`src/rtl/lrjs_pkg.sv`:
```
// shared constants and types for the largest remaining job scheduler
`timescale 1ns / 1ps
`default_nettype none

package lrjs_pkg;

    localparam int NUM_JOBS      = 16;
    localparam int TIME_BITS     = 16;
    localparam int IDX_BITS      = (NUM_JOBS > 1) ? $clog2(NUM_JOBS) : 1;
    localparam int CNT_BITS      = $clog2(NUM_JOBS + 1);

    // fixed widths of the port fields
    localparam int CFG_BITS      = 5;
    localparam int JOB_FLD_BITS  = 4;
    localparam int TIME_FLD_BITS = 16;

    localparam int ACTIVE_RESET  = 16;

    localparam logic KIND_LOAD   = 1'b0;
    localparam logic KIND_RUN    = 1'b1;

    typedef enum logic [1:0] {
        S_IDLE,
        S_SCAN,
        S_FINISH
    } state_t;

endpackage

`default_nettype wire

```
`src/rtl/largest_remaining_job_scheduler_unit.sv`:
```
// largest remaining job scheduler: job table in two rams, sequential max scan
//
// input channel (in_valid / in_stall) carries one beat per item. a load beat
// (kind 0) writes remaining time and quantum of job_index in the cycle it is
// taken and gives no result; a job_index beyond the table is dropped.
// a run beat (kind 1) scans the active entries, one ram read per cycle, picks
// the largest non-zero remaining time (lowest index on ties), subtracts its
// quantum floored at zero, writes it back and emits one result beat.
// a run item keeps in_stall high through the scan and finish states, so no new
// item is taken until its result is registered on leaving finish; the scan goes
// through the single read port of the remaining time ram.
// output channel (out_valid / out_stall) is registered; while the receiver
// stalls the result holds and a finished run waits, so in_stall stays high.
// cfg channel (cfg_valid / cfg_ready) writes active_jobs, always ready;
// values above the table size act as the table size.
// reset: active_jobs returns to 16, no result pending, the table contents
// are undefined until loaded.
`timescale 1ns / 1ps
`default_nettype none

module largest_remaining_job_scheduler_unit
    import lrjs_pkg::*;
(
    input  wire logic                     clk,
    input  wire logic                     rst_n,

    input  wire logic                     cfg_valid,
    output logic                          cfg_ready,
    input  wire logic [CFG_BITS-1:0]      cfg_data,

    input  wire logic                     in_valid,
    output logic                          in_stall,
    input  wire logic                     kind,
    input  wire logic [JOB_FLD_BITS-1:0]  job_index,
    input  wire logic [TIME_FLD_BITS-1:0] time_needed,
    input  wire logic [TIME_FLD_BITS-1:0] run_quantum,

    output logic                          out_valid,
    input  wire logic                     out_stall,
    output logic      [JOB_FLD_BITS-1:0]  served_job,
    output logic      [TIME_FLD_BITS-1:0] time_left,
    output logic                          idle
);

    state_t state_reg, state_next;

    logic [CFG_BITS-1:0]      active_jobs_reg;
    logic [CNT_BITS-1:0]      count_reg, count_next;
    logic [CNT_BITS-1:0]      issue_cnt_reg, issue_cnt_next;
    logic                     pend_valid_reg, pend_valid_next;
    logic [IDX_BITS-1:0]      pend_idx_reg, pend_idx_next;
    logic                     found_reg, found_next;
    logic [IDX_BITS-1:0]      best_idx_reg, best_idx_next;
    logic [TIME_BITS-1:0]     best_time_reg, best_time_next;
    logic [TIME_BITS-1:0]     best_q_reg, best_q_next;

    logic                     out_valid_reg, out_valid_next;
    logic [JOB_FLD_BITS-1:0]  served_job_reg, served_job_next;
    logic [TIME_FLD_BITS-1:0] time_left_reg, time_left_next;
    logic                     idle_reg, idle_next;

    logic                     in_take;
    logic                     load_ok;
    logic                     out_free;
    logic [TIME_BITS-1:0]     left;

    logic                     rt_wr_en;
    logic [IDX_BITS-1:0]      rt_wr_addr;
    logic [TIME_BITS-1:0]     rt_wr_data;
    logic                     q_wr_en;
    logic                     rd_en;
    logic [IDX_BITS-1:0]      rd_addr;
    logic [TIME_BITS-1:0]     rt_rd_data;
    logic [TIME_BITS-1:0]     q_rd_data;

    lrjs_ram #(
        .WIDTH (TIME_BITS),
        .DEPTH (NUM_JOBS)
    ) u_time_ram (
        .clk     (clk),
        .wr_en   (rt_wr_en),
        .wr_addr (rt_wr_addr),
        .wr_data (rt_wr_data),
        .rd_en   (rd_en),
        .rd_addr (rd_addr),
        .rd_data (rt_rd_data)
    );

    lrjs_ram #(
        .WIDTH (TIME_BITS),
        .DEPTH (NUM_JOBS)
    ) u_quantum_ram (
        .clk     (clk),
        .wr_en   (q_wr_en),
        .wr_addr (IDX_BITS'(job_index)),
        .wr_data (TIME_BITS'(run_quantum)),
        .rd_en   (rd_en),
        .rd_addr (rd_addr),
        .rd_data (q_rd_data)
    );

    assign in_take  = in_valid && !in_stall;
    assign load_ok  = 32'(job_index) < NUM_JOBS;
    assign out_free = !out_valid_reg || !out_stall;
    assign left     = (best_time_reg > best_q_reg) ? (best_time_reg - best_q_reg)
                                                   : '0;

    // next state
    always_comb
    begin
        state_next = state_reg;
        case (state_reg)
            S_IDLE:
            begin
                if (in_take && kind == KIND_RUN)
                begin
                    state_next = S_SCAN;
                end
            end
            S_SCAN:
            begin
                if (issue_cnt_reg == count_reg)
                begin
                    state_next = S_FINISH;
                end
            end
            S_FINISH:
            begin
                if (out_free)
                begin
                    state_next = S_IDLE;
                end
            end
            default:
            begin
                state_next = S_IDLE;
            end
        endcase
    end

    // outputs and ram control
    always_comb
    begin
        in_stall   = 1'b1;
        rt_wr_en   = 1'b0;
        rt_wr_addr = IDX_BITS'(job_index);
        rt_wr_data = TIME_BITS'(time_needed);
        q_wr_en    = 1'b0;
        rd_en      = 1'b0;
        rd_addr    = issue_cnt_reg[IDX_BITS-1:0];
        case (state_reg)
            S_IDLE:
            begin
                in_stall = 1'b0;
                if (in_valid && kind == KIND_LOAD && load_ok)
                begin
                    rt_wr_en = 1'b1;
                    q_wr_en  = 1'b1;
                end
            end
            S_SCAN:
            begin
                rd_en = issue_cnt_reg < count_reg;
            end
            S_FINISH:
            begin
                // write back only once the result can leave
                rt_wr_en   = out_free && found_reg;
                rt_wr_addr = best_idx_reg;
                rt_wr_data = left;
            end
            default:
            begin
                in_stall = 1'b1;
            end
        endcase
    end

    // datapath
    always_comb
    begin
        count_next      = count_reg;
        issue_cnt_next  = issue_cnt_reg;
        pend_valid_next = 1'b0;
        pend_idx_next   = pend_idx_reg;
        found_next      = found_reg;
        best_idx_next   = best_idx_reg;
        best_time_next  = best_time_reg;
        best_q_next     = best_q_reg;
        out_valid_next  = out_valid_reg && out_stall;
        served_job_next = served_job_reg;
        time_left_next  = time_left_reg;
        idle_next       = idle_reg;

        if (state_reg == S_IDLE)
        begin
            count_next     = (32'(active_jobs_reg) > NUM_JOBS) ? CNT_BITS'(NUM_JOBS)
                                                               : CNT_BITS'(active_jobs_reg);
            issue_cnt_next = '0;
            found_next     = 1'b0;
        end

        if (state_reg == S_SCAN)
        begin
            if (rd_en)
            begin
                issue_cnt_next  = issue_cnt_reg + 1'b1;
                pend_valid_next = 1'b1;
                pend_idx_next   = rd_addr;
            end
            // compare the beat read last cycle
            if (pend_valid_reg && rt_rd_data != '0
                && (!found_reg || rt_rd_data > best_time_reg))
            begin
                found_next     = 1'b1;
                best_idx_next  = pend_idx_reg;
                best_time_next = rt_rd_data;
                best_q_next    = q_rd_data;
            end
        end

        if (state_reg == S_FINISH && out_free)
        begin
            out_valid_next = 1'b1;
            if (found_reg)
            begin
                served_job_next = JOB_FLD_BITS'(best_idx_reg);
                time_left_next  = TIME_FLD_BITS'(left);
                idle_next       = 1'b0;
            end
            else
            begin
                served_job_next = '0;
                time_left_next  = '0;
                idle_next       = 1'b1;
            end
        end
    end

    always_ff @(posedge clk or negedge rst_n)
    begin
        if (!rst_n)
        begin
            state_reg       <= S_IDLE;
            active_jobs_reg <= CFG_BITS'(ACTIVE_RESET);
            pend_valid_reg  <= 1'b0;
            out_valid_reg   <= 1'b0;
            found_reg       <= 1'b0;
            issue_cnt_reg   <= '0;
            count_reg       <= '0;
        end
        else
        begin
            state_reg      <= state_next;
            pend_valid_reg <= pend_valid_next;
            out_valid_reg  <= out_valid_next;
            found_reg      <= found_next;
            issue_cnt_reg  <= issue_cnt_next;
            count_reg      <= count_next;
            if (cfg_valid && cfg_ready)
            begin
                active_jobs_reg <= cfg_data;
            end
        end
    end

    always_ff @(posedge clk)
    begin
        pend_idx_reg   <= pend_idx_next;
        best_idx_reg   <= best_idx_next;
        best_time_reg  <= best_time_next;
        best_q_reg     <= best_q_next;
        served_job_reg <= served_job_next;
        time_left_reg  <= time_left_next;
        idle_reg       <= idle_next;
    end

    assign cfg_ready  = 1'b1;
    assign out_valid  = out_valid_reg;
    assign served_job = served_job_reg;
    assign time_left  = time_left_reg;
    assign idle       = idle_reg;

`ifndef SYNTH
    a_run_starts_scan: assert property (@(posedge clk) disable iff (!rst_n)
        (in_take && kind == KIND_RUN) |=> (state_reg == S_SCAN && issue_cnt_reg == '0))
        else $error("run beat did not start a scan");

    a_issue_bounded: assert property (@(posedge clk) disable iff (!rst_n)
        (state_reg == S_SCAN) |-> (issue_cnt_reg <= count_reg))
        else $error("scan issued past the active count");

    a_pend_in_scan: assert property (@(posedge clk) disable iff (!rst_n)
        pend_valid_reg |-> ($past(state_reg) == S_SCAN && $past(rd_en)))
        else $error("compare without a matching read");

    a_writeback_found: assert property (@(posedge clk) disable iff (!rst_n)
        (state_reg == S_FINISH && rt_wr_en) |-> (found_reg && out_free))
        else $error("write back without a served job");

    a_result_from_finish: assert property (@(posedge clk) disable iff (!rst_n)
        $rose(out_valid_reg) |-> ($past(state_reg) == S_FINISH))
        else $error("result beat outside finish");
`endif

endmodule

`default_nettype wire

```
`src/rtl/lrjs_ram.sv`:
```
// generic single write port, single read port ram with registered read
`timescale 1ns / 1ps
`default_nettype none

module lrjs_ram #(
    parameter int WIDTH = 16,
    parameter int DEPTH = 16,
    localparam int AW = (DEPTH > 1) ? $clog2(DEPTH) : 1
) (
    input  wire logic             clk,
    input  wire logic             wr_en,
    input  wire logic [AW-1:0]    wr_addr,
    input  wire logic [WIDTH-1:0] wr_data,
    input  wire logic             rd_en,
    input  wire logic [AW-1:0]    rd_addr,
    output logic      [WIDTH-1:0] rd_data
);

    logic [WIDTH-1:0] mem_reg [DEPTH];
    logic [WIDTH-1:0] data_reg;

    always_ff @(posedge clk)
    begin
        if (wr_en)
        begin
            mem_reg[wr_addr] <= wr_data;
        end
        if (rd_en)
        begin
            data_reg <= mem_reg[rd_addr];
        end
    end

    assign rd_data = data_reg;

endmodule

`default_nettype wire

```
`config.mk`:
```
export PLATFORM = sky130hd
export DESIGN_NAME = largest_remaining_job_scheduler_unit
export DESIGN_NICKNAME = d
export VERILOG_FILES = /design/src/rtl/lrjs_pkg.sv /design/src/rtl/largest_remaining_job_scheduler_unit.sv /design/src/rtl/lrjs_ram.sv
export SDC_FILE = /design/constraint.sdc
export NUM_CORES = 1
export LEC_CHECK = 0
export BUFFER_PORTS_ARGS = -buffer_cell sky130_fd_sc_hd__buf_2
export CORE_MARGIN = 3
export CORE_UTILIZATION = 40
export CTS_CLUSTER_DIAMETER = 200
export CTS_CLUSTER_SIZE = 16
export DETAILED_ROUTE_END_ITERATION = 10
export PLACE_DENSITY = 0.57
export REMOVE_ABC_BUFFERS = 1
export SLEW_MARGIN = 20
export SYNTH_ARGS = -nofsm -noshare
export SYNTH_HDL_FRONTEND = slang
export SYNTH_SLANG_ARGS = --single-unit
export TNS_END_PERCENT = 10
```
`constraint.sdc`:
```
create_clock -name clk -period 9.4 [get_ports clk]
set_input_delay 1.41 -clock clk [delete_from_list [all_inputs] [get_ports clk]]
set_output_delay 1.41 -clock clk [all_outputs]
set_load 0.02 [all_outputs]
```
==> parameters.txt <==
Parameter                              Value

Final layout
  Net count, final ... 1384
  Reg area ... 18680 sq um
  Share of post-route cells with drive strength above 1 ... 0.2676
  Layout area overhead ... 10.65%
  Post-route cell area ... 27590 sq um
  Footprint of the multi-input gates ... 5928 sq um
  Count of fill cells added during filler insertion ... 5204

Yosys
  Gate count of the mapped netlist ... 1208
  Leading cell types by total area after synthesis ... sky130_fd_sc_hd__edfxtp_1 73%, sky130_fd_sc_hd__mux4_2 14%, sky130_fd_sc_hd__dfrtp_1 1.9%
  Commonest cells in the synthesized netlist ... 605 x sky130_fd_sc_hd__edfxtp_1, 160 x sky130_fd_sc_hd__mux4_2, 58 x sky130_fd_sc_hd__nor2_1
  Number of enable-type register cells in the synthesized netlist ... 605
  Area fraction of the dominant cell type after synthesis ... 0.7285
  Top-count cell post-synth ... sky130_fd_sc_hd__edfxtp_1
  Share of async-settable or async-resettable flops after synthesis ... 0.03200
  Synth cell types ... 57
  Sequential fraction of the synthesis area ... 0.7486
  Synth warn ... 0
  Main synth FF type ... sky130_fd_sc_hd__edfxtp_1
  Synthesized area divided by synthesized cell count ... 20.64 sq um
  Cell type with the largest total area after synthesis ... sky130_fd_sc_hd__edfxtp_1
  #FFs+latches synth ... 625
  Total standard cell area after synthesis ... 24940 sq um

Critical path
  Arr. time, crit path ... 4.41 ns
  Crit. End Element ... flip-flop
  Critical Setup Path Class ... flip-flop to flip-flop
  Crit path launch type ... flip-flop
  Highest cell delay on the worst timing path ... 0.88 ns
  R2R depth ... 7
  R2R Setup Slk ... 5.22 ns
  R2r startpoint ... state_reg[0]
  Critical path destination ... u_time_ram.mem_reg[2][6]
  Critical-path maximum fanout ... 16
  Endpoint of the most critical register-to-register path ... u_time_ram.mem_reg[2][6]
  Slowest library cell on the worst path ... sky130_fd_sc_hd__nor2_2
  Required time at the endpoint of the critical path ... 9.62 ns
  Crit path cell chain ... nor2_1, inv_1, nor4b_1, buf_4, a31o_2, nand2_1, nor2_2
  Start point of the critical path ... state_reg[0]

Floorplanning
  Die Y-Extent ... 255.7 um
  Area enclosed by the die boundary ... 65380 sq um
  Area of the core ... 61030 sq um
  Die extent in x ... 255.7 um
  Ports placed on the boundary ... 71
  Rows ... 90
  Starting utilization of the core area ... 0.4086

Route
  WL per Instance ... 26.74 um
  Via/cell ratio ... 5.548
  Aggregate routed wire length ... 57440 um
  Total via count in the routed design ... 11918
  Antenna viol nets, final ... 0
  Remaining design rule violation count ... 0
  DRT iter0 DRCs ... 1159
  Drt first pass iters ... 5

STA
  Final critical-path setup slack ... 5.217 ns
  Summed negative setup slack over all endpoints ... 0 ns
  Unrepaired setup endpoints after global routing ... false
  Final worst path period need ... 4.183 ns
  Final period utilization ... 0.4450
  Hold Fails Final Rpt ... 0
  Pins Over Slew Limit ... 0
  Upper clock frequency limit ... 239.1 MHz
  Relative slew slack ... 0.2543
  Transition time at the pin with the least slew margin ... 1.118 ns
  Setup-failing EPs final ... 0
  Smallest hold slack ... 0.4161 ns
  Maximum clock skew at final layout ... 0.04189 ns

Clocking
  Clk slew on worst S/H paths ... 0.08 ns
  Insertion delay of the later-clocked pin in the worst-skew pair ... 0.60 ns
  Post-CTS setup repair buffer count ... 0
  CTS tree ... built
  Clock sink count ... 625
  Number of clock buffers inserted by TritonCTS ... 45
  Clk buf depth ... 3
  Number of H-tree levels ... 2
  Hold buffer count at cts ... 0
  CTS root buf ... sky130_fd_sc_hd__clkbuf_16
  Post-cts sizing count ... 0

Placement
  HPWL after detailed placement ... 38150 um
  Global placer's final weighted congestion ... 0.8199
  Worst setup slack after placement ... 5.331 ns
  Placed cell areas ... 26310 sq um
  # port buffers ... 69

Pwr
  Static Leakage ... 8.849 nW
  Cell Pwr Density ... 259.7 nW/um^2
  Maximum vdd drop ... 140.7 uV

Global routing
  Largest net degree at the start of global routing ... 55
  Global-route wire length before repair ... 84020 um
  Initial antenna violation count ... 12
  Number of global-route vias before repair ... 11975
  Tot GR Track Use ... 0.1749
  Sum of overflow across all layers after global routing ... 0

Job
  Reported max-cap violation count ... 0

Hold path
  Hold Crit Class ... flip-flop to flip-flop

Run status
  Status ... complete, no violations
==> area by class of cell <==
type                            instances  area share
Timing Repair Buffer                   90     0.01823
Sequential cell                       625      0.6769
Clock buffer                           64     0.04339
Antenna cell                            1  0.00009069
Clock inverter                          4    0.002721
Inverter                               46    0.006257
Tap cell                              828     0.03754
Multi-Input combinational cell        490      0.2148
==> power by group <==
group	total (mW)	switching (mW)	internal [mW]	leakage [nW]
sequential	3.58	0.179	3.40	5.72
clock	1.82	0.929	0.895	0.610
combinational	1.76	1.04	0.721	2.52
total	7.17	2.15	5.02	8.85
==> worst max-delay path, delay by kind of cell, from the launching register on <==
family,cells,cell delay (ns)
AND/OR/NAND/NOR,4,2.54
flip-flops,1,0.47
AO/OA/AOI/OAI,1,0.16
buffers and inverters,2,0.62
==> kinds of logic (layout without fill, tap and decap cells) <==
family,after synthesis,count (layout),synth area share
fa+ha+maj,39,39,0.01987
buf+inv,93,204,0.01786
compound gates,99,99,0.02805
mux,170,170,0.1488
flops,625,625,0.7486
other cells,1,2,0.0001504
xor+xnor,10,10,0.003512
simple gates,171,171,0.03317
==> through the flow <==
step | cells | util | total power [mW]
floorplan | 1161 | - | 4.873
global placement | 2079 | 0.4311 | 5.410
detailed placement | 2079 | 0.4311 | 5.418
CTS | 2147 | 0.4520 | 7.242
global route | 2147 | 0.4521 | 7.486
finish | 2148 | 0.4521 | 7.165
==> placed cells by master (no fill, tap or decap), types with 6 or more instances in the layout <==
cell type / instances
sky130_fd_sc_hd__nand3_1: 10
sky130_fd_sc_hd__clkbuf_16: 45
sky130_fd_sc_hd__and2_1: 6
sky130_fd_sc_hd__a31oi_1: 6
sky130_fd_sc_hd__mux4_2: 160
sky130_fd_sc_hd__a22o_1: 12
sky130_fd_sc_hd__buf_4: 21
sky130_fd_sc_hd__dfrtp_1: 15
sky130_fd_sc_hd__nor2_2: 27
sky130_fd_sc_hd__a21o_1: 12
sky130_fd_sc_hd__nor2b_1: 6
sky130_fd_sc_hd__inv_1: 46
sky130_fd_sc_hd__nand2_1: 38
sky130_fd_sc_hd__and3_1: 12
sky130_fd_sc_hd__buf_2: 69
sky130_fd_sc_hd__ha_1: 38
sky130_fd_sc_hd__o21ai_0: 22
sky130_fd_sc_hd__nor2_1: 30
sky130_fd_sc_hd__clkbuf_1: 19
sky130_fd_sc_hd__xnor2_1: 6
sky130_fd_sc_hd__nor3_1: 7
sky130_fd_sc_hd__a21oi_1: 17
sky130_fd_sc_hd__edfxtp_1: 605
==> per-layer routing <==
metal	wire length (um)	part of all wire	GRT usage	vias to the layer above
met5	49	0.00085	0	-
met1	26090	0.45	0.2641	6334
met2	25890	0.45	0.2605	404
li1	-	-	-	5105
met4	1029	0.018	0.03722	8
met3	4393	0.076	0.04156	67
==> worst min path at each step <==
stage | to | cells after the start | start | slack (ns)
floorplan | best_idx_reg[0] | 0 | pend_idx_reg[0] | 0.40
global placement | best_q_reg[7] | 0 | u_quantum_ram.rd_data[7] | 0.40
detailed placement | best_idx_reg[2] | 0 | pend_idx_reg[2] | 0.41
CTS | best_q_reg[7] | 0 | u_quantum_ram.rd_data[7] | 0.42
global route | best_q_reg[7] | 0 | u_quantum_ram.rd_data[7] | 0.42
finish | best_q_reg[10] | 0 | u_quantum_ram.rd_data[10] | 0.42
No activity file was read; power rests on OpenSTA's default activity.
